==> src/hw/rtl/lsfb_pkg.sv <==
// lsfb_pkg: shared types, codes and constants of the led strip frame buffer
// no dependencies

package lsfb_pkg;

    localparam int LED_W  = 9;
    localparam int LVL_W  = 7;
    localparam int PIX_W  = 3 * LVL_W;
    localparam int LAT_W  = 4;
    localparam int BYTE_W = 8;

    localparam logic [LED_W-1:0]  STRAND_RESET = 9'd160;
    localparam logic [LAT_W-1:0]  LATCH_RESET  = 4'd5;
    localparam logic [LVL_W-1:0]  LEVEL_MAX    = 7'h7F;
    localparam logic [BYTE_W-1:0] DATA_MARK    = 8'h80;

    typedef enum logic [1:0] {
        KIND_FILL  = 2'd0,
        KIND_START = 2'd1,
        KIND_TAKE  = 2'd2
    } kind_t;

    typedef enum logic [1:0] {
        ST_OK        = 2'd0,
        ST_BAD_RANGE = 2'd1,
        ST_NO_FRAME  = 2'd2
    } status_t;

    typedef enum logic [1:0] {
        REG_STRAND = 2'd0,
        REG_LATCH  = 2'd1
    } reg_index_t;

    typedef enum logic [2:0] {
        OP_NOP,
        OP_BAD,
        OP_FILL,
        OP_START,
        OP_TAKE
    } op_t;

    typedef enum logic [1:0] {
        BK_CLEAR,
        BK_IDLE,
        BK_FILL,
        BK_READ
    } bk_state_t;

    typedef enum logic [1:0] {
        PH_HEAD,
        PH_PIX,
        PH_TAIL
    } phase_t;

    typedef struct packed {
        op_t              op;
        logic [LED_W-1:0] first_idx;
        logic [LED_W-1:0] last_idx;
        logic [PIX_W-1:0] pixel;
    } cmd_t;

    typedef struct packed {
        logic [LED_W-1:0] eff_len;
        logic [LAT_W-1:0] eff_lat;
        logic             clear_req;
    } cfg_t;

    function automatic logic [LVL_W-1:0] sat_level(input logic signed [8:0] v);
        logic [LVL_W-1:0] r;
        if (v[8])
        begin
            r = '0;
        end
        else if (v[7])
        begin
            r = LEVEL_MAX;
        end
        else
        begin
            r = v[6:0];
        end
        return r;
    endfunction

endpackage

==> src/hw/rtl/lsfb_cmd_fifo.sv <==
// lsfb_cmd_fifo: two-entry request queue between front and back
// depends on lsfb_pkg

module lsfb_cmd_fifo (
    input  logic           clk,
    input  logic           rst_n,
    input  logic           wr_en,
    input  lsfb_pkg::cmd_t wr_cmd,
    output logic           q_full,
    input  logic           rd_en,
    output lsfb_pkg::cmd_t rd_cmd,
    output logic           q_empty
);

    lsfb_pkg::cmd_t slot_reg [2];
    logic           wr_ptr_reg;
    logic           rd_ptr_reg;
    logic [1:0]     cnt_reg;

    always_ff @(posedge clk)
    begin
        if (wr_en)
        begin
            slot_reg[wr_ptr_reg] <= wr_cmd;
        end
    end

    always_ff @(posedge clk or negedge rst_n)
    begin
        if (!rst_n)
        begin
            wr_ptr_reg <= 1'b0;
            rd_ptr_reg <= 1'b0;
            cnt_reg    <= 2'd0;
        end
        else
        begin
            if (wr_en)
            begin
                wr_ptr_reg <= ~wr_ptr_reg;
            end
            if (rd_en)
            begin
                rd_ptr_reg <= ~rd_ptr_reg;
            end
            case ({wr_en, rd_en})
                2'b10:   cnt_reg <= cnt_reg + 2'd1;
                2'b01:   cnt_reg <= cnt_reg - 2'd1;
                default: cnt_reg <= cnt_reg;
            endcase
        end
    end

    assign rd_cmd  = slot_reg[rd_ptr_reg];
    assign q_empty = (cnt_reg == 2'd0);
    assign q_full  = (cnt_reg == 2'd2);

endmodule

==> config.mk <==
export PLATFORM = sky130hd
export DESIGN_NAME = lsfb_cmd_fifo
export DESIGN_NICKNAME = d
export VERILOG_FILES = /design/src/hw/rtl/lsfb_pkg.sv /design/src/hw/rtl/lsfb_cmd_fifo.sv
export SDC_FILE = /design/constraint.sdc
export NUM_CORES = 1
export LEC_CHECK = 0
export BUFFER_PORTS_ARGS = -buffer_cell sky130_fd_sc_hd__buf_4
export CAP_MARGIN = 20
export CORE_MARGIN = 2
export CORE_UTILIZATION = 47
export DETAILED_ROUTE_END_ITERATION = 10
export PLACE_DENSITY = 0.85
export SKIP_LAST_GASP = 1
export SYNTH_ARGS = -nofsm -noshare
export SYNTH_HDL_FRONTEND = slang
export SYNTH_SLANG_ARGS = --single-unit
==> constraint.sdc <==
create_clock -name clk -period 2.64 [get_ports clk]
set_input_delay 0.132 -clock clk [delete_from_list [all_inputs] [get_ports clk]]
set_output_delay 0.132 -clock clk [all_outputs]
set_load 0.01 [all_outputs]
Word level (Yosys, flattened, before mapping):

Memory sizes are Yosys's and may differ from the RTL's.
Index checks and enable logic that the tools add are counted.

* bits in registers: 4
* RAM bits: 84
* input port bits: 46
* output and inout port bits: 44
* word-level logic and storage cells: 16
* memories kept: 1

* add/subtract/negate cells: 2
* equal/unequal tests: 3
* multiplexer cells: 3
* bitwise logic cells: 2
* reductions and logical operators: 2

Memories
* slot_reg: words 2, width 42, rd ports 1, clocked after memory_dff 0, wr ports 1, RTL line lsfb_cmd_fifo.sv:15 `lsfb_pkg::cmd_t slot_reg [2];`

Operator list (count)
* $eq A2 B2 Y1 const B: 2
* $pmux W2 S2: 1
* $add A2 B1 Y2 const B: 1
* $eq A2 B1 Y1 const B: 1
* $logic_not A2 Y1: 1
* $mux W1: 2
* $not A1 Y1: 2
* $reduce_bool A2 Y1: 1
* $sub A2 B1 Y2 const B: 1

Logic depth before layout (Yosys ltp):

* word-level depth: 2
* mapped depth: 5
* mapped depth without buffers: 5

Worst setup path after synthesis:

No wires, ideal clock.

* path kind: reg2reg
* start: register wr_ptr_reg
* end: memory slot_reg[0][0] (netlist name), enable pin
* library setup time: 0.442 ns
* arrival time: 2.172 ns
* data required time: 2.198 ns
* path slack: 0.026 ns
* cell stages (with the launch flop): 2
* path buffers: 0
* clock period less this slack: 2.614 ns
* cells stage by stage: dfrtp_1 > nor2_1

RTL lines
* start, declared: RTL line lsfb_cmd_fifo.sv:16 `logic wr_ptr_reg;`
* start signal, assigned: RTL line lsfb_cmd_fifo.sv:40 `wr_ptr_reg <= ~wr_ptr_reg;`
* end, declared: RTL line lsfb_cmd_fifo.sv:15

No word-level cell before the write port.

==> flow_metrics.py <==
metrics = {
    "global_routing": {
        "grt_pass1_wl_mm": 9.17,
        "grt_pass1_vias": 1954,
        "grt_max_degree": 35,
        "grt_overflow": 0,
        "grt_usage_pct": 16.4,
        "antenna_found_initial": 0,
    },
    "clocking": {
        "cts_buffers": 9,
        "cts.sinks": 88,
        "clkTransAtPathRegs_ns": 0.07,
        "cts_max_level": 3,
        "ctsLongestPathBuffers": 2,
        "cts_root_buffer": "clkbuf_8",
        "cts_setup_buffers": 0,
        "ctsResizeCount": 0,
        "cts_tree": "done",
        "holdBufCountCts": 45,
        "insertion_delay_ns": 0.34,
    },
    "critical_path": {
        "cp_max_fo": 24,
        "start_kind": "flop",
        "arrival_ns": 1.63,
        "cp_slowest_stage_delay_ns": 0.39,
        "endpoint_kind": "output pin",
        "crit_top_cell": "buf_4",
        "worstPathRequired_ns": 2.51,
        "criticalPathCategory": "reg -> out",
        "slowest_stage": "mux2_2",
        "crit_chain": "buf_4, mux2_2, buf_4",
    },
    "timing": {
        "rsz0062_at_grt": "no",
        "tightest_slew_ns": 0.532,
        "clock_skew_ns": 0.00604,
        "setup_viol": 0,
        "slew_viol_final": 0,
        "hold_violations": 0,
        "maxSlewHeadroom_pct": 64.5,
        "timing.final.crit_share_pct": 66.6,
        "setup-tns-final_ns": 0,
        "max_freq_ghz": 0.569,
        "finalCriticalPeriod_ns": 1.76,
    },
    "place": {
        "port_buffers": 89,
        "dp_hpwl_mm": 3.72,
        "dpl_cell_area_sq_um": 4180,
        "gp_congestion": 0.668,
    },
    "drt": {
        "drc": 0,
        "vias_per_cell": 4.51,
        "ant_nets": 0,
        "vias": 1785,
        "drtIter0Drc": 74,
        "routedWlPerCell_microns": 15.5,
        "drt_pre_antenna_iters": 4,
        "finalWirelength_mm": 6.15,
    },
    "pwr": {
        "pwr-share-seq_pct": 43.6,
        "swShare_pct": 27.6,
        "power_density_nw_per_um2": 929,
        "p_leak_nw": 1.95,
        "comb_power_share_pct": 37.0,
        "peakVddDrop_mv": 0.666,
        "p_int_mw": 3.23,
        "clkPwrFrac_pct": 19.3,
        "switching_power_mw": 1.23,
    },
    "logic_synthesis": {
        "ys_ff_latch": 88,
        "ys_seq_area_share_pct": 76.7,
        "synth_area_sq_um": 3420,
        "synth_top_area_share_pct": 73.8,
        "yosysWarnings": 0,
        "syn-num-nets": 194,
        "syn_area_per_cell_sq_um": 23.2,
        "synth_top_area_cell": "edfxtp_1",
        "synth.top_cells.by_area": "edfxtp_1, mux2_4, dfrtp_1, buf_12, mux2_2",
        "yosysUniqueCellTypes": 13,
        "syn_inst": 147,
    },
    "final_layout": {
        "n_antenna_cell": 0,
        "drive_gt1_share_pct": 50.8,
        "final_cell_area_sq_um": 4810,
        "final_nets": 339,
        "nFillCells": 490,
        "area_growth_pct": 40.7,
        "largest_reg_flops": 84,
    },
    "floorplanning": {
        "dieWidth_microns": 89.3,
        "start_util_pct": 47.9,
        "die_h_microns": 89.3,
        "rows": 31,
        "io-pin-count": 90,
        "dieArea_sq_um": 7970,
        "core_region_area_sq_um": 7140,
    },
    "outcome": {
        "status": "complete, no violations",
    },
    "flow_run": {
        "cap_violations": 0,
    },
    "min_path": {
        "hold_path.class": "in -> async",
    },
}
-- cell usage in the layout (no fill, tap or decap), types with 3 or more instances in the layout --
cell,instances
edfxtp_1,84
mux2_4,39
dlygate4sd3_1,45
clkbuf_8,9
buf_4,93
xor2_1,3
dfrtp_1,3
mux2_2,3
-- stage by stage --
step / std cells / power [mW] / utilization, % / worst slack, ns / hold WS (ns)
6_report: 396 / 4.46 / 67.4 / 0.881 / 0.127
5_1_grt: 396 / 4.70 / 67.4 / 0.809 / 0.122
4_1_cts: 396 / 4.50 / 67.4 / 0.852 / 0.0980
3_5_place_dp: 335 / 3.59 / 58.5 / 1.05 / -0.0683
3_3_place_gp: 335 / 3.55 / 58.5 / 1.13 / -0.0706
2_1_floorplan: 147 / 3.06 / - / 0.0255 / -0.164
-- Yosys cell counts, drive strengths merged --
library cell and count:
mux2 42, xor2 3, nor2b 1, edfxtp 84, ha 1, nor2 3, and2 1, inv 1
buf 5, xnor2 2, dfrtp 4
-- layout make-up --
cell class / instances / area, sq um / area share [%]
clock inverters: 5 / 47.5 / 0.989
well taps: 99 / 124 / 2.58
clock buffers: 11 / 131 / 2.73
repair buffers: 139 / 1170 / 24.3
inverters: 1 / 3.75 / 0.0781
flip-flops and latches: 88 / 2620 / 54.6
multi-input cells: 53 / 708 / 14.7
-- worst max-delay path, delay by kind of cell (launching register included) --
kind                   cells  cell delay, ns
buffers and inverters      2            0.53
multiplexers               1            0.39
flip-flops                 1            0.36
-- routing by layer --
layer / track usage [%] / vias to the layer above / wire (microns)
li1: - / 860 / -
met1: 17.7 / 859 / 2360
met2: 29.9 / 59 / 3400
met3: 4.71 / 7 / 304
met4: 6.92 / 0 / 76
met5: 0 / - / 0
-- power by group through the flow --
| stage | registers [mW] | logic, mW | clock network, mW |
|---|---|---|---|
| finish | 1.95 | 1.65 | 0.863 |
| global route | 1.98 | 1.78 | 0.943 |
| CTS | 1.95 | 1.67 | 0.880 |
| detailed placement | 1.98 | 1.62 | 0 |
| global placement | 1.96 | 1.60 | 0 |
| floorplan | 1.96 | 1.10 | 0 |
-- worst paths after layout --
kind,end,depth (start not counted),slack [ns],start
max in group asynchronous,rd_ptr_reg,2,2.40,rst_n
worst min-delay path,wr_ptr_reg,2,0.13,rst_n
worst max-delay path,rd_cmd[0],3,0.88,rd_ptr_reg
min in group clk,cnt_reg[1],1,0.51,cnt_reg[1]
worst min register to register,cnt_reg[1],1,0.51,cnt_reg[1]
worst max register to register,slot_reg[1][6],2,1.07,wr_ptr_reg
-- cells by family (layout without fill, tap and decap cells) --
logic type	count (synthesis)	after routing	synth area share [%]
buffers and inverters	6	156	2.78
AND/OR/NAND/NOR	5	5	0.696
multiplexers	42	42	18.1
adder cells (fa/ha/maj)	1	1	0.366
flip-flops	88	88	76.7
XOR/XNOR	5	5	1.28
No activity file was read; power rests on OpenSTA's default activity.
