<file path="config.mk">
export PLATFORM = sky130hd
export DESIGN_NAME = lsfb_front
export DESIGN_NICKNAME = d
export VERILOG_FILES = /design/src/hw/rtl/lsfb_pkg.sv /design/src/hw/rtl/lsfb_front.sv
export SDC_FILE = /design/constraint.sdc
export NUM_CORES = 1
export LEC_CHECK = 0
export ABC_AREA = 1
export BUFFER_PORTS_ARGS = -buffer_cell sky130_fd_sc_hd__buf_2
export CORE_UTILIZATION = 43
export CTS_CLUSTER_SIZE = 14
export DETAILED_ROUTE_END_ITERATION = 7
export PLACE_DENSITY = 0.84
export SYNTH_ARGS = -nofsm -noshare
export SYNTH_HDL_FRONTEND = slang
export SYNTH_SLANG_ARGS = --single-unit
</file>
<file path="constraint.sdc">
create_clock -name clk -period 2.1 [get_ports clk]
set_input_delay 0.105 -clock clk [delete_from_list [all_inputs] [get_ports clk]]
set_output_delay 0.105 -clock clk [all_outputs]
set_load 0.02 [all_outputs]
</file>
<file path="src/hw/rtl/lsfb_pkg.sv">
// lsfb_pkg: shared types, codes and constants of the led strip frame buffer
// no dependencies

package lsfb_pkg;

    localparam int LED_W  = 9;
    localparam int LVL_W  = 7;
    localparam int PIX_W  = 3 * LVL_W;
    localparam int LAT_W  = 4;
    localparam int BYTE_W = 8;

    localparam logic [LED_W-1:0]  STRAND_RESET = 9'd160;
    localparam logic [LAT_W-1:0]  LATCH_RESET  = 4'd5;
    localparam logic [LVL_W-1:0]  LEVEL_MAX    = 7'h7F;
    localparam logic [BYTE_W-1:0] DATA_MARK    = 8'h80;

    typedef enum logic [1:0] {
        KIND_FILL  = 2'd0,
        KIND_START = 2'd1,
        KIND_TAKE  = 2'd2
    } kind_t;

    typedef enum logic [1:0] {
        ST_OK        = 2'd0,
        ST_BAD_RANGE = 2'd1,
        ST_NO_FRAME  = 2'd2
    } status_t;

    typedef enum logic [1:0] {
        REG_STRAND = 2'd0,
        REG_LATCH  = 2'd1
    } reg_index_t;

    typedef enum logic [2:0] {
        OP_NOP,
        OP_BAD,
        OP_FILL,
        OP_START,
        OP_TAKE
    } op_t;

    typedef enum logic [1:0] {
        BK_CLEAR,
        BK_IDLE,
        BK_FILL,
        BK_READ
    } bk_state_t;

    typedef enum logic [1:0] {
        PH_HEAD,
        PH_PIX,
        PH_TAIL
    } phase_t;

    typedef struct packed {
        op_t              op;
        logic [LED_W-1:0] first_idx;
        logic [LED_W-1:0] last_idx;
        logic [PIX_W-1:0] pixel;
    } cmd_t;

    typedef struct packed {
        logic [LED_W-1:0] eff_len;
        logic [LAT_W-1:0] eff_lat;
        logic             clear_req;
    } cfg_t;

    function automatic logic [LVL_W-1:0] sat_level(input logic signed [8:0] v);
        logic [LVL_W-1:0] r;
        if (v[8])
        begin
            r = '0;
        end
        else if (v[7])
        begin
            r = LEVEL_MAX;
        end
        else
        begin
            r = v[6:0];
        end
        return r;
    endfunction

endpackage

</file>
<file path="src/hw/rtl/lsfb_front.sv">
// lsfb_front: configuration registers and request classification
// depends on lsfb_pkg

module lsfb_front #(
    parameter int MAX_LEDS  = 256,
    parameter int MAX_LATCH = 15
) (
    input  logic                           clk,
    input  logic                           rst_n,
    input  logic                           cfg_we,
    input  logic [1:0]                     cfg_index,
    input  logic [lsfb_pkg::LED_W-1:0]     cfg_wdata,
    input  logic [1:0]                     kind,
    input  logic [lsfb_pkg::LED_W-1:0]     first_led,
    input  logic [lsfb_pkg::LED_W-1:0]     last_led,
    input  logic signed [8:0]              red,
    input  logic signed [8:0]              green,
    input  logic signed [8:0]              blue,
    output lsfb_pkg::cmd_t                 cmd,
    output lsfb_pkg::cfg_t                 cfg
);

    logic [lsfb_pkg::LED_W-1:0] strand_reg;
    logic [lsfb_pkg::LAT_W-1:0] latch_reg;
    logic                       clear_req_reg;
    logic [lsfb_pkg::LED_W-1:0] eff_len;
    logic [lsfb_pkg::LAT_W-1:0] eff_lat;
    logic                       bad_range;

    always_ff @(posedge clk or negedge rst_n)
    begin
        if (!rst_n)
        begin
            strand_reg    <= lsfb_pkg::STRAND_RESET;
            latch_reg     <= lsfb_pkg::LATCH_RESET;
            clear_req_reg <= 1'b0;
        end
        else
        begin
            clear_req_reg <= 1'b0;
            if (cfg_we)
            begin
                case (cfg_index)
                    lsfb_pkg::REG_STRAND:
                    begin
                        if (cfg_wdata != strand_reg)
                        begin
                            strand_reg    <= cfg_wdata;
                            clear_req_reg <= 1'b1;
                        end
                    end
                    lsfb_pkg::REG_LATCH:
                    begin
                        if (cfg_wdata[lsfb_pkg::LAT_W-1:0] != latch_reg)
                        begin
                            latch_reg     <= cfg_wdata[lsfb_pkg::LAT_W-1:0];
                            clear_req_reg <= 1'b1;
                        end
                    end
                    default:
                    begin
                    end
                endcase
            end
        end
    end

    always_comb
    begin
        if (strand_reg == '0)
        begin
            eff_len = 9'd1;
        end
        else if (32'(strand_reg) > MAX_LEDS)
        begin
            eff_len = lsfb_pkg::LED_W'(MAX_LEDS);
        end
        else
        begin
            eff_len = strand_reg;
        end

        if (32'(latch_reg) > MAX_LATCH)
        begin
            eff_lat = lsfb_pkg::LAT_W'(MAX_LATCH);
        end
        else
        begin
            eff_lat = latch_reg;
        end
    end

    assign cfg.eff_len   = eff_len;
    assign cfg.eff_lat   = eff_lat;
    assign cfg.clear_req = clear_req_reg;

    assign bad_range = (first_led == '0) || (last_led < first_led) || (last_led > eff_len);

    always_comb
    begin
        cmd.first_idx = first_led - 9'd1;
        cmd.last_idx  = last_led - 9'd1;
        cmd.pixel     = {lsfb_pkg::sat_level(red), lsfb_pkg::sat_level(green),
                         lsfb_pkg::sat_level(blue)};
        unique case (kind)
            lsfb_pkg::KIND_FILL:  cmd.op = bad_range ? lsfb_pkg::OP_BAD : lsfb_pkg::OP_FILL;
            lsfb_pkg::KIND_START: cmd.op = lsfb_pkg::OP_START;
            lsfb_pkg::KIND_TAKE:  cmd.op = lsfb_pkg::OP_TAKE;
            default:              cmd.op = lsfb_pkg::OP_NOP;
        endcase
    end

endmodule

</file>
Word-level counts from Yosys, hierarchy flattened:

Index checks and enable logic that the tools add are counted.

* add/sub/neg operators: 2
* magnitude comparators: 3
* equality and inequality tests: 5
* muxes and demuxes: 14
* reduce and logical (&&, ||, !) cells: 8

Operators by type and width (number)
* $mux 7: 6
* $logic_not 9->1: 2
* $mux 9: 2
* $sub 9x1->9 const B: 2
* $gt 9x9->1: 1
* $gt 9x9->1 const B: 1
* $lt 9x9->1: 1
* $ne 9x9->1: 1
* $pmux 3 s3: 1
* $reduce_and 3->1: 2
* $eq 2x1->1 const B: 2
* $logic_not 2->1: 2
* $ne 4x4->1: 1
* $mux 1: 3
* $eq 2x2->1 const B: 1
* $logic_or 1x1->1: 2
* $mux 2: 1
* $pmux 1 s2: 1

* bits in registers: 14
* output and inout port bits: 56

Longest topological paths before layout:

Gate-level depths: netlist (run 1).

* depth after elaboration: 7
* depth in mapped cells: 17
* gate-level depth less buffers: 17

Worst setup path before layout (run 1):

OpenSTA, ideal clock, no wires.

* kind: reg-to-output
* start point: register strand_reg[2] in the netlist's numbering
* end point: output port cmd[39] in the netlist's numbering
* arrival time: 2.200 ns
* setup slack: -0.205 ns
* stages on the path, launching flop included: 16
* buffers on the path: 0
* cell sequence: dfrtp_1 inv_1 nand3_1 nor3_1 nor2_1 nor2_1 inv_1 ha_1 nand2_1 nor2_1 nand4_1 nand3_1 nand2_1 nand2_1 nand2_1 nand2_1

RTL lines
* start, declared: RTL line lsfb_front.sv:23 `logic [lsfb_pkg::LED_W-1:0] strand_reg;`
* start signal, assigned: RTL line lsfb_front.sv:34 `strand_reg <= lsfb_pkg::STRAND_RESET;`
* start signal, assigned: RTL line lsfb_front.sv:48 `strand_reg <= cfg_wdata;`
* end, declared: RTL line lsfb_front.sv:19 `output lsfb_pkg::cmd_t cmd,`

==> impl_metrics.ini, run 1 <==
[status]
status = finished with violations
violations = setup timing

[synthesis]
synthDistinctLibCells = 27
async_flop_share_pct = 100
synth_fa_ha_area_share_pct = 13.4
synth-xor-area-share_pct = 12.3
yosysMostFrequentCell = nor2_1
yosys.area_share.simple_pct = 39.8
yosysWarningCount = 0
syn_area_um2 = 1770
syn_avg_cell_area_um2 = 6.33
ys_ff_latch = 14
synth_top_family_by_area = simple AND/OR/NAND/NOR gates
synth_top_area_cell = dfrtp_1
synth_compound_area_share_pct = 2.97
synth_fp_nets = 360
synth_ff_type = dfrtp_1
synth_common_cells = nor2_1, nand2_1, inv_1
synthMuxAreaShare_pct = 0.636
netlist.area_leader.share_pct = 14.1
synth_cells = 280
ys_seq_area_share_pct = 20.1
synth.area.top_cells = dfrtp_1, nor2_1, ha_1, nand2_1, inv_1
synth_edf_count = 0

[grt]
grt_max_degree = 15
grt_pass1_wl_mm = 8.06
grt_pass1_vias = 1963
antenna_found_initial = 0
grt-ovfl-total = 0
grt_use_total_pct = 22.9

[hold_path]
hp-class = primary input to register

[power]
p_per_area_nw_per_um2 = 556
internal-power_uw = 878
p_sw_share_pct = 42.4
p_comb_share_pct = 59.3
clkPwrFrac_pct = 17.0
p_seq_share_pct = 23.8
power_switching_uw = 645
vdd_drop_max_mv = 0.412
p_leak_uw = 0.00160

[layout]
final_layout_size_suffix_gt1_share_pct = 41.8
multi_input_area_um2 = 1330
fin_util_pct = 72.1
largest_reg_flops = 9
ff_latch_area_um2 = 355
final_cell_area_um2 = 2740
n_antenna_cell = 0
area_delta_synth_final_pct = 54.7
n_fill_cell = 333
finalNonFillerCells = 469
final_nets = 502

[drt]
wl_per_cell_um = 10.7
drtIter0Drc = 79
ant_nets = 0
drc = 0
viasPerCell = 4.65
vias = 2182
firstDrtPassIters = 5
routed_wl_mm = 5.00

[sta]
layout_min_cycle_time_ns = 2.46
finalHoldViolCount = 0
fmax_mhz = 406
finClkSkew_ns = 0.00443
rsz0062_at_grt = true
slew-limit-headroom_pct = 54.3
postLayoutSetupSlackWorst_ns = -0.361
worst_pin_slew_ns = 0.682
setup_viol = 2
slew_violations = 0
fin_crit_sh_pct = 117

[floorplanning]
io_pins = 117
die-area_um2 = 4380
rows = 22
start_util_pct = 46.6
fp.dieH_um = 66.2
core-area_um2 = 3800
die_w_um = 66.2

[setup_path]
path_max_fanout = 4
critPathKind = register to primary output
worst-endpoint-required_ns = 2.00
arrival_ns = 2.36
end_kind = primary output
startpoint_type = register

[clock_tree]
path_clk_slew_ns = 0.06
cts_sinks = 14
root_buffer = clkbuf_8
clk_latency_ns = 0.24
cts_tree = yes
numCtsBuffers = 3
clockBufferDepth = 2
cts_max_level = 1

[placement]
placement.cell_area_um2 = 2560
gp_congestion = 0.787
dp_hpwl_mm = 4.22
placedCellCount = 459
portBuffers = 116

[flow_run]
max_cap_violations = 0
path summary, 6_finish.rpt:
kind / start / end / slack, ns / cells after the start
max: strand_reg[1] / cmd[39] / -0.36 / 16
min: cfg_wdata[7] / strand_reg[7] / 0.10 / 3
max reg2reg: strand_reg[6] / strand_reg[5] / 0.48 / 9
min reg2reg: eff_lat[2] / eff_lat[2] / 0.50 / 2
max in group asynchronous: rst_n / strand_reg[5] / 1.52 / 2
min in group asynchronous: rst_n / eff_lat[3] / 0.28 / 2
cell type report:
| cell class | count | area share [%] |
|---|---|---|
| multi-input combinational | 218 | 48.6 |
| timing repair buffer | 140 | 28.1 |
| sequential | 14 | 13.0 |
| inverter | 45 | 6.16 |
| tap | 48 | 2.19 |
| clock buffer | 4 | 2.01 |
power groups by stage:
stage               Clock (uW)  Combinational [uW]  Sequential (uW)
floorplan                    0                 474              385
global placement             0                 809              360
detailed placement           0                 828              365
CTS                        259                 876              361
global route               268                 997              368
finish                     258                 903              362
cell usage in the layout, fill, tap and decap left out, types with 2 or more instances in the layout:
cell type and count:
ha_1 16, inv_1 38, xor2_1 13, nand4_1 7, dfrtp_1 10, nand2_1 58
dfstp_2 4, nor3_1 5, buf_4 23, nor2_4 6, ha_4 3, nand2_4 2
clkbuf_8 4, nor2_1 60, inv_2 7, nand3_1 16, o21ai_1 3, buf_2 115
a21oi_1 6, xnor2_1 10, nand2_2 4
per-stage QoR:
| step | TNS, ns | hold slack [ns] | setup WS, ns | power, uW |
|---|---|---|---|---|
| floorplan | -0.0286 | -0.191 | -0.0286 | 859 |
| global placement | -0.112 | 0.00994 | -0.0617 | 1170 |
| detailed placement | -0.325 | 0.0107 | -0.181 | 1190 |
| CTS | -0.677 | 0.102 | -0.342 | 1500 |
| global route | -0.959 | 0.129 | -0.496 | 1630 |
| finish | -0.715 | 0.103 | -0.361 | 1520 |
critical path, stage by stage, from the launching register on:
cell,delay (ns)
dfrtp_1,0.38
inv_1,0.09
nand3_2,0.11
nor3_4,0.23
nor2_4,0.09
nor2_4,0.12
inv_2,0.06
ha_4,0.27
nand2_4,0.05
nor2_4,0.12
nand4_1,0.11
nand3_1,0.12
nand2_2,0.07
nand2_1,0.07
nand2_1,0.06
nand2_2,0.06
buf_6,0.11
cell families after synthesis:
logic type | count (synthesis)
and+or+nand+nor | 164
buffers and inverters | 48
xor gates and xnor gates | 24
adders and majority gates | 19
DFF | 14
AOI/OAI and AO/OA | 10
muxes | 1
metal layers:
layer | vias up | global-route usage [%] | share of wire [%]
met4 | 0 | 2.93 | 0.40
met3 | 4 | 1.38 | 4.0
met2 | 72 | 46.3 | 53
li1 | 1150 | - | -
met5 | - | 0 | 0
met1 | 956 | 26.5 | 43
repair_timing:
item | CTS | global route
gates cloned | 0 | 0
hold buffers | 1 | 0
setup buffers | 3 | 2
pin swaps | 9 | 10
endpoints found under the setup margin | 2 | 2
gates resized for setup | 12 | 5
endpoints found under the hold margin | 10 | 0
Note: power is estimated with default switching activity, not from simulation.
==> run 2, diff against run 1 <==
--- a/config.mk
+++ b/config.mk
@@ -5,9 +5,9 @@
 export SDC_FILE = /design/constraint.sdc
 export NUM_CORES = 1
 export LEC_CHECK = 0
-export ABC_AREA = 1
+export ABC_AREA = 0
 export BUFFER_PORTS_ARGS = -buffer_cell sky130_fd_sc_hd__buf_2
-export CORE_UTILIZATION = 43
+export CORE_UTILIZATION = 42
 export CTS_CLUSTER_SIZE = 14
 export DETAILED_ROUTE_END_ITERATION = 7
 export PLACE_DENSITY = 0.84
==> impl_metrics.ini, run 2 <==
[status]
status = finished with violations
violations = setup timing

[synthesis]
netlist.area_leader.share_pct = 15.3
async_flop_share_pct = 100
ys_seq_area_share_pct = 21.7
synth_top_area_cell = dfrtp_1
synth.area.top_cells = dfrtp_1, ha_1, nor2_1, mux2_2, xor2_1
synth_edf_count = 0
synth_ff_type = dfrtp_1
yosysMostFrequentCell = nor2_1
synth_common_cells = nor2_1, inv_1, ha_1
syn_avg_cell_area_um2 = 7.94
syn_area_um2 = 1640
synthDistinctLibCells = 35
yosysWarningCount = 0
synth_fp_nets = 286
ys_ff_latch = 14
synth_cells = 206

[layout]
area_delta_synth_final_pct = 61.4
layout_commonest_cell = buf_2
largest_reg_flops = 9
final_cell_mix = buf_2, nor2_1, inv_1
final_nets = 421
final_cell_area_um2 = 2640
final_layout_size_suffix_gt1_share_pct = 54.7
n_antenna_cell = 0
fin_util_pct = 71.6

[clock_tree]
numCtsBuffers = 3
clockBufferDepth = 2
clk_latency_ns = 0.25
root_buffer = clkbuf_8
cts_tree = yes
cts_sinks = 14
cts_max_level = 1
path_clk_slew_ns = 0.06

[setup_path]
ff2ff_setup_slack_ns = 0.10
end_kind = primary output
startpoint_type = register
arrival_ns = 2.35
path_max_fanout = 6
worst-endpoint-required_ns = 2.00
critPathKind = register to primary output
r2r_cells = 6
r2r_start = strand_reg[5]
r2r_end = strand_reg[2]

[sta]
finClkSkew_ns = 0.00701
postLayoutSetupSlackWorst_ns = -0.358
slew-limit-headroom_pct = 75.1
worst_pin_slew_ns = 0.369
fmax_mhz = 407
fin_tns_setup_ns = -0.653
slew_violations = 0
rsz0062_at_grt = true
fin_crit_sh_pct = 117
setup_viol = 2
finalHoldViolCount = 0
layout_min_cycle_time_ns = 2.46

[placement]
dp_slack_ns = -0.111
gp_congestion = 0.863
dp_hpwl_mm = 3.62
placement.cell_area_um2 = 2330
portBuffers = 116

[floorplanning]
io_pins = 117
die-area_um2 = 4150
fp.dieH_um = 64.4
core-area_um2 = 3690
die_w_um = 64.4
rows = 22
start_util_pct = 44.4

[grt]
grt_most_used_layer = met2
grtUsageMet1_pct = 26.6
grt_max_degree = 15
grt_use_total_pct = 23.1
grt-ovfl-total = 0
grt_pass1_vias = 1758
antenna_found_initial = 0
gr-usage-met2_pct = 41.8
grtUsageMet3_pct = 4.58
grt_pass1_wl_mm = 7.58

[hold_path]
whs_path_depth = 2
hp-class = primary input to register
hp-start = cfg_wdata[4]
hold_end = strand_reg[4]

[drt]
drc = 0
firstDrtPassIters = 5
wl_per_cell_um = 14.4
vias = 2010
routed_wl_mm = 5.60
drtIter0Drc = 70
viasPerCell = 5.18
ant_nets = 0

[power]
p_leak_uw = 0.00142
power_uw = 1590
vdd_drop_max_mv = 0.720
p_per_area_nw_per_um2 = 601

[flow_run]
max_cap_violations = 0
==> run 2: cell count changes in the layout (fill, tap and decap cells not counted), moves of 9 or more <==
cell / previous run / this run
buf_4: 23 / 14
inv_1: 38 / 21
mux2_2: 1 / 13
nand2_1: 58 / 8
nand3_1: 16 / 0
nor2_1: 60 / 48
==> run 2: what timing repair did <==
action / CTS / global route
gates resized for setup: 21 / 18
gates cloned: 0 / 0
endpoints found under the hold margin: 10 / 0
hold buffers: 1 / 0
buffers inserted: 3 / 3
pin swaps: 10 / 11
endpoints found under the setup margin: 2 / 7
==> run 2: per-stage QoR <==
step / hold WS (ns) / std cells
2_1_floorplan: -0.191 / 206
3_3_place_gp: 0.0104 / 377
3_5_place_dp: 0.00913 / 377
4_1_cts: 0.121 / 385
5_1_grt: 0.117 / 388
6_report: 0.122 / 388
==> run 2: worst max path at each step <==
| stage | cells past startpoint | startpoint | slack [ns] | end |
|---|---|---|---|---|
| 4_1_cts | 9 | strand_reg[4] | -0.26 | cmd[40] |
| 5_1_grt | 10 | strand_reg[8] | -0.39 | cmd[40] |
| 3_3_place_gp | 9 | strand_reg[8] | -0.06 | cmd[40] |
| 2_1_floorplan | 8 | strand_reg[8] | 0.003 | cmd[40] |
| 6_report | 10 | strand_reg[8] | -0.36 | cmd[40] |
| 3_5_place_dp | 9 | strand_reg[8] | -0.11 | cmd[40] |
==> run 2: worst max-delay path, stage by stage, from the launching register on <==
cell	delay [ns]
dfrtp_1	0.41
inv_4	0.09
buf_8	0.15
nand2_4	0.07
ha_4	0.28
nand4_1	0.13
nor3_1	0.25
a211o_1	0.14
o211ai_1	0.14
a32o_2	0.31
buf_6	0.13
==> run 2: area by class of cell <==
| cell class | count | area (um2) |
|---|---|---|
| clock buffer | 4 | 55.1 |
| fill | 275 | 1050 |
| inverter | 22 | 85.1 |
| multi-input combinational | 167 | 1360 |
| sequential | 14 | 355 |
| tap | 48 | 60.1 |
| timing repair buffer | 133 | 728 |
==> run 2: cell families after synthesis <==
group / share of synthesized area, %
adder cells (fa/ha/maj): 14.5
AND/OR/NAND/NOR: 26.5
buffers and inverters: 6.42
AO/OA/AOI/OAI: 7.57
flip-flops: 21.7
multiplexers: 8.94
XOR/XNOR: 14.4
==> run 2: layer usage <==
layer / wire [um] / part of all wire [%] / vias up
met4: 121 / 2.2 / 0
li1: - / - / 963
met2: 2800 / 50 / 112
met5: 0 / 0 / -
met1: 2220 / 40 / 917
met3: 455 / 8.1 / 18
==> run 2: report_power, final <==
group,switching (uW),total (uW),internal [uW]
logic,510,931,421
clock network,96.3,262,166
registers,61.7,392,331
==> run 3, diff against run 2 <==
--- a/config.mk
+++ b/config.mk
@@ -10,7 +10,9 @@
 export CORE_UTILIZATION = 42
 export CTS_CLUSTER_SIZE = 14
 export DETAILED_ROUTE_END_ITERATION = 7
+export MAX_ROUTING_LAYER = met4
 export PLACE_DENSITY = 0.84
+export RECOVER_POWER = 25
 export SYNTH_ARGS = -nofsm -noshare
 export SYNTH_HDL_FRONTEND = slang
 export SYNTH_SLANG_ARGS = --single-unit
==> impl_metrics.ini, run 3 (same netlist as run 2, synthesis figures left out) <==
[status]
status = finished with violations
violations = setup timing

[grt]
grt_pass1_vias = 1758
grt_max_degree = 15
antenna_found_initial = 0
grt_pass1_wl_mm = 7.57
grt_use_total_pct = 23.7
grt-ovfl-total = 0

[clock_tree]
numCtsBuffers = 3
cts_max_level = 1
root_buffer = clkbuf_8
clockBufferDepth = 2
clk_latency_ns = 0.25
cts_sinks = 14
path_clk_slew_ns = 0.06
cts_tree = yes

[sta]
setup_viol = 2
finalHoldViolCount = 0
slew-limit-headroom_pct = 48.9
worst_pin_slew_ns = 0.766
fin_crit_sh_pct = 117
rsz0062_at_grt = true
finClkSkew_ns = 0.00537
fmax_mhz = 408
postLayoutSetupSlackWorst_ns = -0.350
slew_violations = 0
layout_min_cycle_time_ns = 2.45

[layout]
area_delta_synth_final_pct = 60.9
largest_reg_flops = 9
final_cell_area_um2 = 2630
finalNonFillerCells = 388
n_antenna_cell = 0
final_layout_size_suffix_gt1_share_pct = 52.6
layout_commonest_cell = buf_2
final_cell_mix = buf_2, nor2_1, inv_1
final_nets = 421

[power]
p_per_area_nw_per_um2 = 600
power_switching_uw = 664
clkPwrFrac_pct = 16.5
internal-power_uw = 916
power_uw = 1580
p_sw_share_pct = 42.0
p_leak_uw = 0.00140
vdd_drop_max_mv = 0.718
p_comb_share_pct = 58.8
p_seq_share_pct = 24.8

[setup_path]
worst-endpoint-required_ns = 2.00
ff2ff_setup_slack_ns = 0.10
path_max_fanout = 6
arrival_ns = 2.35
critPathKind = register to primary output
startpoint_type = register
end_kind = primary output

[drt]
viasPerCell = 5.21
routed_wl_mm = 5.58
drtIter0Drc = 59
drc = 0
vias = 2021
wl_per_cell_um = 14.4
firstDrtPassIters = 4
ant_nets = 0

[placement]
placedCellCount = 377
gp_congestion = 0.877
dp_hpwl_mm = 3.62
portBuffers = 116
placement.cell_area_um2 = 2330

[floorplanning]
rows = 22
die_w_um = 64.4
core-area_um2 = 3690
start_util_pct = 44.4
die-area_um2 = 4150
io_pins = 117
fp.dieH_um = 64.4

[hold_path]
hp-class = primary input to register

[flow_run]
max_cap_violations = 0
## run 3: final timing paths
kind | from | end | cells after the start
max in group asynchronous | rst_n | strand_reg[8] | 2
min reg2reg | eff_lat[1] | eff_lat[1] | 1
max reg2reg | strand_reg[5] | strand_reg[2] | 6
min in group asynchronous | rst_n | strand_reg[6] | 2
max | strand_reg[8] | cmd[40] | 10
min | cfg_wdata[4] | strand_reg[4] | 2
## run 3: area by class of cell
type / instances / area [um2]
clock buffer: 4 / 55.1
fill: 279 / 1060
inverter: 22 / 85.1
multi-input combinational: 167 / 1360
sequential: 14 / 355
tap: 48 / 60.1
timing repair buffer: 133 / 719
## run 3: stage by stage
| stage | hold slack [ns] | util, % | TNS (ns) | setup WS (ns) |
|---|---|---|---|---|
| after CTS | 0.121 | 68.9 | -0.473 | -0.260 |
| after detailed placement | 0.00913 | 63.3 | -0.144 | -0.111 |
| after global placement | 0.0104 | 63.3 | -0.0632 | -0.0632 |
| final | 0.122 | 71.4 | -0.636 | -0.350 |
| after floorplan | -0.191 | - | 0 | 0.00338 |
| after global routing | 0.117 | 71.4 | -0.738 | -0.394 |
## run 3: metal layers
layer	vias to the layer above	track usage (%)	part of all wire [%]
met5	-	-	0
met4	0	8.33	2.4
met3	18	4.58	9.1
met2	126	42.0	50
met1	913	26.5	38
li1	964	-	-
## run 3: what timing repair did
action	4_1_cts	5_1_grt
pin swaps	10	11
resized for setup	21	18
buffers inserted	3	3
hold buffers	1	0
endpoints found under the hold margin	10	0
setup endpoints to repair	2	7
## run 3: critical path, cell delays in order, from the launching register on
cell	delay, ns
dfrtp_1	0.40
inv_4	0.09
buf_8	0.15
nand2_4	0.07
ha_4	0.28
nand4_1	0.13
nor3_1	0.25
a211o_1	0.14
o211ai_1	0.14
a32o_2	0.31
buf_6	0.13
## run 3: power groups by stage
stage	Sequential, uW	Combinational, uW	Clock, uW
global route	398	989	275
CTS	378	820	265
global placement	374	726	0
floorplan	397	417	0
finish	392	929	260
detailed placement	375	741	0
